<file path="config.mk">
export PLATFORM = sky130hd
export DESIGN_NAME = mandelbrot_escape_iterator_core
export DESIGN_NICKNAME = d
export VERILOG_FILES = /design/src/rtl/core/mbe_pkg.sv /design/src/rtl/core/mbe_mul.sv /design/src/rtl/core/mandelbrot_escape_iterator_core.sv
export SDC_FILE = /design/constraint.sdc
export NUM_CORES = 2
export LEC_CHECK = 0
export BUFFER_PORTS_ARGS = -buffer_cell sky130_fd_sc_hd__buf_2
export CAP_MARGIN = 20
export CORE_AREA = 10 10 375 377
export DETAILED_ROUTE_END_ITERATION = 16
export DIE_AREA = 0 0 385 387
export MAX_ROUTING_LAYER = met4
export RECOVER_POWER = 100
export SLEW_MARGIN = 20
export SYNTH_ARGS = -nofsm -noshare
export SYNTH_HDL_FRONTEND = slang
export SYNTH_SLANG_ARGS = --single-unit
</file>
<file path="constraint.sdc">
create_clock -name clk -period 20 [get_ports clk]
set_input_delay 6 -clock clk [delete_from_list [all_inputs] [get_ports clk]]
set_output_delay 6 -clock clk [all_outputs]
set_load 0.02 [all_outputs]
</file>
<file path="src/rtl/core/mbe_pkg.sv">
package mbe_pkg;

    // sequencer phases: idle, the phases of one iteration, and finish
    typedef enum logic [2:0] {
        ST_IDLE,
        ST_SQ_RE,
        ST_SQ_IM,
        ST_CROSS,
        ST_UPDATE,
        ST_FINISH
    } mbe_state_t;

    localparam int WORD_BITS = 32;
    localparam int WIDE_BITS = 64;
    localparam int LEFT_BITS = 16;
    localparam int EXT_BITS  = 48;

    localparam logic signed [WIDE_BITS-1:0] WORD_MAX = 64'sh0000_0000_7FFF_FFFF;
    localparam logic signed [WIDE_BITS-1:0] WORD_MIN = -64'sh0000_0000_8000_0000;

    function automatic logic signed [WORD_BITS-1:0] sat_word(
        input logic signed [WIDE_BITS-1:0] v
    );
        logic signed [WORD_BITS-1:0] r;
        if (v > WORD_MAX)
        begin
            r = WORD_MAX[WORD_BITS-1:0];
        end
        else if (v < WORD_MIN)
        begin
            r = WORD_MIN[WORD_BITS-1:0];
        end
        else
        begin
            r = v[WORD_BITS-1:0];
        end
        return r;
    endfunction

endpackage

</file>
<file path="src/rtl/core/mbe_mul.sv">
module mbe_mul #(
    parameter int FRAC_BITS = 24
) (
    input  logic               clk,
    input  logic signed [31:0] a,
    input  logic signed [31:0] b,
    output logic signed [31:0] product
);
    import mbe_pkg::*;

    logic signed [WIDE_BITS-1:0] prod_reg;
    logic signed [WIDE_BITS-1:0] prod_next;
    logic signed [WIDE_BITS-1:0] prod_shifted;

    assign prod_next = WIDE_BITS'(a) * WIDE_BITS'(b);

    always_ff @(posedge clk)
    begin
        prod_reg <= prod_next;
    end

    // arithmetic shift rounds toward minus infinity
    assign prod_shifted = prod_reg >>> FRAC_BITS;
    assign product      = sat_word(prod_shifted);

endmodule

</file>
<file path="src/rtl/core/mandelbrot_escape_iterator_core.sv">
// Escape-time iterator for one pixel: repeats z = z*z + c in signed fixed point
// (FRAC_BITS fraction bits in 32 bits, saturating) until |z|^2 > 4 is seen on the
// old z or the budget runs out, then returns the budget left and the final z.
// Only the low COUNT_BITS bits of the budget are used, and a budget of zero
// counts as one. A single 32x32 multiplier is shared by the two squares and the
// cross product, so each iteration steps through the phases ST_SQ_RE, ST_SQ_IM,
// ST_CROSS and ST_UPDATE in turn. A pixel's result is held back in ST_FINISH only
// while the previous result is still waiting. in_ready is high only between
// pixels; a finished result waits in an output register, so the next pixel can
// start while it is still not taken.
module mandelbrot_escape_iterator_core #(
    parameter int FRAC_BITS  = 24,
    parameter int COUNT_BITS = 16
) (
    input  logic               clk,
    input  logic               rst_n,
    input  logic               in_valid,
    output logic               in_ready,
    input  logic signed [31:0] c_real,
    input  logic signed [31:0] c_imag,
    input  logic signed [31:0] z_start_real,
    input  logic signed [31:0] z_start_imag,
    input  logic        [15:0] iteration_budget,
    output logic               out_valid,
    input  logic               out_ready,
    output logic        [15:0] iterations_left,
    output logic signed [31:0] z_final_real,
    output logic signed [31:0] z_final_imag
);
    import mbe_pkg::*;

    localparam logic signed [WORD_BITS:0] ESC_BOUND = 33'sd4 <<< FRAC_BITS;

    mbe_state_t state_reg;
    mbe_state_t state_next;

    logic                        load_item;
    logic                        step_update;
    logic                        load_out;

    logic signed [WORD_BITS-1:0] z_real_reg;
    logic signed [WORD_BITS-1:0] z_imag_reg;
    logic signed [WORD_BITS-1:0] c_real_reg;
    logic signed [WORD_BITS-1:0] c_imag_reg;
    logic signed [WORD_BITS-1:0] rr_reg;
    logic signed [WORD_BITS-1:0] ii_reg;
    logic        [COUNT_BITS-1:0] cnt_reg;
    logic        [COUNT_BITS-1:0] cnt_next;

    logic                        out_valid_reg;
    logic                        out_valid_next;
    logic        [LEFT_BITS-1:0] left_out_reg;
    logic signed [WORD_BITS-1:0] zr_out_reg;
    logic signed [WORD_BITS-1:0] zi_out_reg;

    logic signed [WORD_BITS-1:0] mul_a;
    logic signed [WORD_BITS-1:0] mul_b;
    logic signed [WORD_BITS-1:0] mul_q;

    logic        [EXT_BITS-1:0]   budget_ext;
    logic        [COUNT_BITS-1:0] budget_cnt;
    logic        [EXT_BITS-1:0]   left_ext;
    logic signed [WORD_BITS:0]    mag;
    logic signed [WORD_BITS+1:0]  re_sum;
    logic signed [WORD_BITS+1:0]  im_sum;
    logic                         escaped;
    logic                         done;

    // shared multiplier: zr*zr, then zi*zi, then zr*zi
    assign mul_a = (state_reg == ST_SQ_IM) ? z_imag_reg : z_real_reg;
    assign mul_b = (state_reg == ST_SQ_RE) ? z_real_reg : z_imag_reg;

    mbe_mul #(
        .FRAC_BITS(FRAC_BITS)
    ) u_mul (
        .clk    (clk),
        .a      (mul_a),
        .b      (mul_b),
        .product(mul_q)
    );

    assign budget_ext = EXT_BITS'(iteration_budget);
    assign budget_cnt = budget_ext[COUNT_BITS-1:0];

    // in the update phase the multiplier output holds the cross product
    assign mag     = (WORD_BITS+1)'(rr_reg) + (WORD_BITS+1)'(ii_reg);
    assign escaped = mag > ESC_BOUND;
    assign re_sum  = (WORD_BITS+2)'(rr_reg) - (WORD_BITS+2)'(ii_reg)
                   + (WORD_BITS+2)'(c_real_reg);
    assign im_sum  = ((WORD_BITS+2)'(mul_q) <<< 1) + (WORD_BITS+2)'(c_imag_reg);
    assign cnt_next = cnt_reg - COUNT_BITS'(1);
    assign done     = (cnt_next == '0) || escaped;

    always_ff @(posedge clk or negedge rst_n)
    begin
        if (!rst_n)
        begin
            state_reg     <= ST_IDLE;
            out_valid_reg <= 1'b0;
        end
        else
        begin
            state_reg     <= state_next;
            out_valid_reg <= out_valid_next;
        end
    end

    always_comb
    begin
        state_next  = state_reg;
        load_item   = 1'b0;
        step_update = 1'b0;
        load_out    = 1'b0;
        unique case (state_reg)
            ST_IDLE:
            begin
                if (in_valid)
                begin
                    load_item  = 1'b1;
                    state_next = ST_SQ_RE;
                end
            end
            ST_SQ_RE:  state_next = ST_SQ_IM;
            ST_SQ_IM:  state_next = ST_CROSS;
            ST_CROSS:  state_next = ST_UPDATE;
            ST_UPDATE:
            begin
                step_update = 1'b1;
                state_next  = done ? ST_FINISH : ST_SQ_RE;
            end
            ST_FINISH:
            begin
                // wait for the output register to free up
                if (!out_valid_reg || out_ready)
                begin
                    load_out   = 1'b1;
                    state_next = ST_IDLE;
                end
            end
            default:   state_next = ST_IDLE;
        endcase
    end

    always_comb
    begin
        if (load_out)
        begin
            out_valid_next = 1'b1;
        end
        else if (out_ready)
        begin
            out_valid_next = 1'b0;
        end
        else
        begin
            out_valid_next = out_valid_reg;
        end
    end

    always_ff @(posedge clk)
    begin
        if (load_item)
        begin
            z_real_reg <= z_start_real;
            z_imag_reg <= z_start_imag;
            c_real_reg <= c_real;
            c_imag_reg <= c_imag;
            cnt_reg    <= (budget_cnt == '0) ? COUNT_BITS'(1) : budget_cnt;
        end
        else if (step_update)
        begin
            z_real_reg <= sat_word(WIDE_BITS'(re_sum));
            z_imag_reg <= sat_word(WIDE_BITS'(im_sum));
            cnt_reg    <= cnt_next;
        end
        if (state_reg == ST_SQ_IM)
        begin
            rr_reg <= mul_q;
        end
        if (state_reg == ST_CROSS)
        begin
            ii_reg <= mul_q;
        end
    end

    assign left_ext = EXT_BITS'(cnt_reg);

    always_ff @(posedge clk)
    begin
        if (load_out)
        begin
            left_out_reg <= left_ext[LEFT_BITS-1:0];
            zr_out_reg   <= z_real_reg;
            zi_out_reg   <= z_imag_reg;
        end
    end

    assign in_ready        = (state_reg == ST_IDLE);
    assign out_valid       = out_valid_reg;
    assign iterations_left = left_out_reg;
    assign z_final_real    = zr_out_reg;
    assign z_final_imag    = zi_out_reg;

`ifndef SYNTHESIS
    a_start_seq: assert property (@(posedge clk) disable iff (!rst_n)
        (in_valid && in_ready) |=> (state_reg == ST_SQ_RE))
        else $error("request accepted but iteration did not start");

    a_cnt_live: assert property (@(posedge clk) disable iff (!rst_n)
        (state_reg == ST_SQ_RE || state_reg == ST_SQ_IM ||
         state_reg == ST_CROSS || state_reg == ST_UPDATE) |-> (cnt_reg != '0))
        else $error("iteration running with empty budget");

    a_cnt_step: assert property (@(posedge clk) disable iff (!rst_n)
        (state_reg == ST_UPDATE) |=> (cnt_reg == $past(cnt_next)))
        else $error("budget not decremented by one per iteration");

    a_out_src: assert property (@(posedge clk) disable iff (!rst_n)
        $rose(out_valid) |-> $past(state_reg == ST_FINISH))
        else $error("result presented outside finish phase");
`endif

endmodule

</file>
-- Word-level counts from Yosys, hierarchy flattened
Index checks and enable logic that the tools add are counted.
W data, S select, Z words.
- add/sub/neg operators: 5
- multipliers: 1
- div/mod/pow operators: 0
- $lt $le $gt $ge: 7
- equal/unequal tests: 7
- shift-type cells: 0
- multiplexer cells: 26
- bitwise gates (word level): 0
- reductions and logical operators: 9
- operators by type and width (cell ; number):
    $mux W32 ; 12
    $add A33 B32 Y34 ; 2
    $gt A34 B32 Y1 const B ; 2
    $lt A34 B32 Y1 const B ; 2
    $mul A32 B32 Y64 ; 1
    $mux W16 ; 3
    $gt A40 B32 Y1 const B ; 1
    $lt A40 B32 Y1 const B ; 1
    $add A32 B32 Y33 ; 1
    $gt A33 B28 Y1 const B ; 1
    $sub A32 B32 Y33 ; 1
    $logic_not A16 Y1 ; 2
    $pmux W3 S6 ; 1
    $sub A16 B1 Y16 const B ; 1
    $mux W3 ; 3
    $mux W1 ; 7
    $eq A3 B2 Y1 const B ; 2
    $eq A3 B3 Y1 const B ; 2
    $ne A2 B2 Y1 const B ; 2
    $reduce_bool A2 Y1 ; 2
    $eq A3 B1 Y1 const B ; 1
    $logic_not A3 Y1 ; 1
    $logic_or A1 B1 Y1 ; 2
    $reduce_and A2 Y1 ; 1
    $logic_not A1 Y1 ; 1
- flip-flop bits (word level): 356
- latch bits: 0
- RAM bits: 0
- bits in read-only memories: 0
- input bits: 148
- output and inout bits: 82
- memories: 0

-- Logic depth before layout (Yosys ltp)
- depth after elaboration: 9
- depth in mapped cells: 35
- mapped depth without buffers: 30

-- Cells and area by module
Synthesis repeated with hierarchy kept, for this count alone.
- cells, all modules: 5461
- area total of the unflattened synthesis: 54562.3 um2
- modules (own cells, without submodules) (module ; times used ; cells an instance ; area each (um2) ; seq. area each (um2)):
    mbe_mul ; 1 ; 3844 ; 36692.7 ; 800.8
    mandelbrot_escape_iterator_core ; 1 ; 1617 ; 17869.6 ; 8748.4

-- Worst setup path after synthesis
Ideal clock, no wire load.
- path type: in2reg
- start: in out_ready
- end: reg left_out_reg[0], in the netlist iterations_left[0], enable pin
- setup time: 519 ps
- data arrival time: 9397 ps
- data required time: 19481 ps
- path slack: 10084 ps
- stages: 2
- path buffers: 0
- path through: nor2b_1 -> nor2_1
- word-level cells in the longest chain between the ends: 3
- ends and longest elaborated chain (element ; line ; source):
    from (decl) ; mandelbrot_escape_iterator_core.sv:25 ; input logic out_ready,
    $logic_or A1 B1 Y1 ; mandelbrot_escape_iterator_core.sv:134 ; if (!out_valid_reg || out_ready)
    $mux W1 ; mandelbrot_escape_iterator_core.sv:134 ;
    $mux W1 ; mandelbrot_escape_iterator_core.sv:114 ; unique case (state_reg)
    via load_out ; mandelbrot_escape_iterator_core.sv:39 ; logic load_out;
    to (signal assigned) ; mandelbrot_escape_iterator_core.sv:192 ; left_out_reg <= left_ext[LEFT_BITS-1:0];
    to (decl) ; mandelbrot_escape_iterator_core.sv:52 ; logic [LEFT_BITS-1:0] left_out_reg;
The timed path passes the listed nets, and every way through them passes these cells.
A chain may end at the register's enable or synchronous reset.

-- Final worst setup path
- start: reg state_reg[1]
- end: reg u_mul.prod_reg[60]
- word-level cells in the longest chain between the ends: 3
- elaborated cells on any way between the ends: 5
- classes of those cells: mul: 1; eq/ne: 2; mux: 2
- ends and longest elaborated chain (element ; line ; source):
    from (decl) ; mandelbrot_escape_iterator_core.sv:34 ; mbe_state_t state_reg;
    from (signal assigned) ; mandelbrot_escape_iterator_core.sv:103 ; state_reg <= state_next;
    $eq A3 B2 Y1 / $eq A3 B1 Y1 (equally long branches) ; mandelbrot_escape_iterator_core.sv:70, mandelbrot_escape_iterator_core.sv:71 ;
    $mux W32 (on tied branches) ; mandelbrot_escape_iterator_core.sv:70, mandelbrot_escape_iterator_core.sv:71 ;
    $mul A32 B32 Y64 * ; mbe_mul.sv:15 ; assign prod_next = WIDE_BITS'(a) * WIDE_BITS'(b);
    via u_mul.prod_next[60] ; mbe_mul.sv:12 ; logic signed [WIDE_BITS-1:0] prod_next;
    to (signal assigned) ; mbe_mul.sv:19 ; prod_reg <= prod_next;
    to (decl) ; mbe_mul.sv:11 ; logic signed [WIDE_BITS-1:0] prod_reg;
The timed path passes the listed nets; every way through them passes the cells marked *.

==> load_flow_metrics.sql <==
INSERT INTO impl_metrics (metric_group, metric, value, unit) VALUES
('logic_synthesis', 'synth.area.top_cells', 'sky130_fd_sc_hd__fa_1 42%, sky130_fd_sc_hd__edfxtp_1 16%, sky130_fd_sc_hd__inv_1 8.1%, sky130_fd_sc_hd__ha_1 6.6%, sky130_fd_sc_hd__nor2_1 4.6%', ''),
('clock_network', 'clk_pin_slew_worst_paths', '0.07', 'ns'),
('finish', 'fraction_of_final_layout_cells_sized_beyond_drive_strength_1', '6.605', '%'),
('sta', 'final_min_period_over_clock_period', '73.20', '%'),
('route', 'antenna_violating_nets_post_route', '0', ''),
('sta', 'final_period_minus_worst_setup_slack', '14.64', 'ns'),
('sta', 'finalHoldWorstSlack', '0.5274', 'ns'),
('critical_path', 'cp_common_cell', 'sky130_fd_sc_hd__fa_1', ''),
('clock_network', 'clkSinkCount', '332', ''),
('clock_network', 'cts_resized', '0', ''),
('logic_synthesis', 'synthMostInstantiatedCell', 'sky130_fd_sc_hd__inv_1', ''),
('critical_path', 'worst-endpoint-arrival', '15.14', 'ns'),
('grt', 'grtUsageMet2', '38.64', '%'),
('grt', 'gr-usage-met1', '33.05', '%'),
('clock_network', 'cts_inserted_buffers', '31', ''),
('logic_synthesis', 'per_instance_average_area_after_synthesis', '9.762', 'um^2'),
('logic_synthesis', 'synth_xor_xnor_area_share', '2.120', '%'),
('floorplan', 'io_pins', '230', ''),
('logic_synthesis', 'synth-compound-area-share', '7.100', '%'),
('sta', 'worst_slew_pin_slew', '3.915', 'ns'),
('status', 'outcome', 'finished, violations left', ''),
('clock_network', 'cts_tree', 'yes', ''),
('clock_network', 'cts_max_path_buffers', '3', ''),
('logic_synthesis', 'seq_area_frac_synth', '18.06', '%'),
('finish', 'finalNetCount', '7105', ''),
('route', 'wire_per_inst', '24.41', 'um'),
('flow_run', 'max_cap_viol', '11', ''),
('clock_network', 'clock-root-buffer', 'sky130_fd_sc_hd__clkbuf_16', ''),
('sta', 'rsz0062_at_grt', 'no', ''),
('sta', 'timing.max_slew.rel_slack', '-161.0', '%'),
('logic_synthesis', 'synthTopCellsByCount', '1139 x sky130_fd_sc_hd__inv_1, 1115 x sky130_fd_sc_hd__fa_1, 649 x sky130_fd_sc_hd__nor2_1, 648 x sky130_fd_sc_hd__nand2_1, 288 x sky130_fd_sc_hd__edfxtp_1', ''),
('sta', 'timing_hold_violations_final', '0', ''),
('logic_synthesis', 'synthArstFlopShare', '1.205', '%'),
('logic_synthesis', 'synthesized_netlist_net_count', '6961', ''),
('clock_network', 'h-tree-depth', '1', ''),
('finish', 'largest_reg_flops', '40', ''),
('logic_synthesis', 'synth_top_family_by_area', 'adder cells', ''),
('placed_design', 'dp_hpwl', '143.2', 'mm'),
('logic_synthesis', 'synth.area.mux_share', '2.491', '%'),
('finish', 'synthToLayoutAreaGrowth', '8.287', '%'),
('status', 'failing_checks', 'capacitance limit, slew limit', ''),
('placed_design', 'routabilityCongestion', '0.9941', ''),
('grt', 'vias_in_the_first_global_route', '41779', ''),
('logic_synthesis', 'yosys.area_share.simple', '11.80', '%'),
('route', 'post_drt_via_cell_ratio', '5.425', ''),
('sta', 'setup-tns-final', '0', 'ns'),
('critical_path', 'cp-end-kind', 'register', ''),
('grt', 'grtUsageTotal', '24.89', '%'),
('critical_path', 'critical-path-top-delay-family', 'buffers and inverters', ''),
('floorplan', 'dieArea', '149000', 'um^2'),
('clock_network', 'cts_hold_buf', '0', ''),
('critical_path', 'worst-r2r-setup-slack', '5.36', 'ns'),
('grt', 'grt_antenna_before_repair', '8', ''),
('critical_path', 'timing.critical_path.from_type', 'register', ''),
('logic_synthesis', 'synth-seq-cells', '332', ''),
('sta', 'final-max-slew-violation-count', '492', ''),
('route', 'detail_route.iter0.violations', '3823', ''),
('floorplan', 'start_util', '39.78', '%'),
('clock_network', 'cts_setup_buffers', '0', ''),
('critical_path', 'crit_slowest_cell', 'sky130_fd_sc_hd__clkbuf_1', ''),
('sta', 'fmax', '0.06831', 'GHz'),
('floorplan', 'floorplan.core_area', '133000', 'um^2'),
('logic_synthesis', 'yosys.area.top_type', 'sky130_fd_sc_hd__fa_1', ''),
('sta', 'timing.clock.skew', '0.03691', 'ns'),
('route', 'vias', '39955', ''),
('route', 'remaining_drc_errors', '0', ''),
('logic_synthesis', 'ys.warnings.count', '0', ''),
('route', 'drt_pre_antenna_iters', '8', ''),
('logic_synthesis', 'synth_ff_type', 'sky130_fd_sc_hd__edfxtp_1', ''),
('critical_path', 'cp_max_fo', '54', ''),
('critical_path', 'setup.worst_path.class', 'register to register', '');
==> kinds of logic (layout without fill, tap and decap cells) <==
| logic type | Yosys count | in the layout |
|---|---|---|
| xor+xnor | 128 | 128 |
| mux | 124 | 124 |
| fa+ha+maj | 1395 | 1395 |
| compound gates | 571 | 571 |
| flops | 332 | 332 |
| simple gates | 1522 | 1522 |
| other cells | 0 | 10 |
| buf+inv | 1346 | 1515 |
==> area by class of cell <==
class | instances | area (um^2)
fillers | 12857 | 75680
clock inverters | 21 | 289.0
multi-input cells | 3740 | 38460
inverters | 1139 | 4277
flip-flops and latches | 332 | 9549
clock buffers | 37 | 798.3
well taps | 1768 | 2212
repair buffers | 318 | 1659
diodes | 10 | 25.02
==> cell usage in the layout, fill, tap and decap left out, types with 12 or more instances in the layout <==
master	instances
sky130_fd_sc_hd__o21ai_0	84
sky130_fd_sc_hd__mux2_2	59
sky130_fd_sc_hd__buf_4	77
sky130_fd_sc_hd__clkbuf_16	31
sky130_fd_sc_hd__and3_1	12
sky130_fd_sc_hd__a21o_1	97
sky130_fd_sc_hd__mux2i_1	34
sky130_fd_sc_hd__edfxtp_1	288
sky130_fd_sc_hd__nand2b_1	26
sky130_fd_sc_hd__nor3_1	38
sky130_fd_sc_hd__inv_1	1138
sky130_fd_sc_hd__dfxtp_1	40
sky130_fd_sc_hd__nand4_1	27
sky130_fd_sc_hd__nand3_1	34
sky130_fd_sc_hd__xor2_1	45
sky130_fd_sc_hd__nor2b_1	22
sky130_fd_sc_hd__o211ai_1	21
sky130_fd_sc_hd__nand2_1	648
sky130_fd_sc_hd__nor2_1	648
sky130_fd_sc_hd__o311ai_0	31
sky130_fd_sc_hd__clkbuf_1	114
sky130_fd_sc_hd__nor4_1	18
sky130_fd_sc_hd__a21oi_1	178
sky130_fd_sc_hd__buf_2	132
sky130_fd_sc_hd__ha_1	280
sky130_fd_sc_hd__mux2i_2	20
sky130_fd_sc_hd__a211oi_1	24
sky130_fd_sc_hd__o21a_1	35
sky130_fd_sc_hd__fa_1	1115
sky130_fd_sc_hd__o21bai_1	13
sky130_fd_sc_hd__and2_1	13
sky130_fd_sc_hd__xnor2_1	83
==> worst paths after layout <==
kind / start / end / cells after the start
max in group asynchronous: rst_n / state_reg[2] / 1
worst min register to register: cnt_reg[14] / iterations_left[14] / 0
min in group asynchronous: rst_n / out_valid / 1
worst max register to register: state_reg[1] / u_mul.prod_reg[60] / 26
worst max-delay path: state_reg[1] / u_mul.prod_reg[60] / 26
worst min-delay path: cnt_reg[14] / iterations_left[14] / 0
==> stage by stage <==
step,cell area [um^2],std cells,worst slack (ns),util (%)
CTS,57400,7352,9.436,43.17
global placement,56320,7294,9.628,42.36
finish,57270,7365,5.360,43.08
floorplan,52890,5418,10.08,-
detailed placement,56320,7294,9.454,42.36
global route,57270,7363,4.508,43.07
==> metal layers <==
| layer | wire length, um | vias up |
|---|---|---|
| met5 | 0 | - |
| met3 | 16300 | 421 |
| met1 | 72420 | 20603 |
| met2 | 83720 | 1915 |
| li1 | - | 17016 |
| met4 | 7336 | 0 |
Power is left out: the tool's default activity adds up to more than one toggle a clock period on the data nets, which glitch-free logic cannot reach.
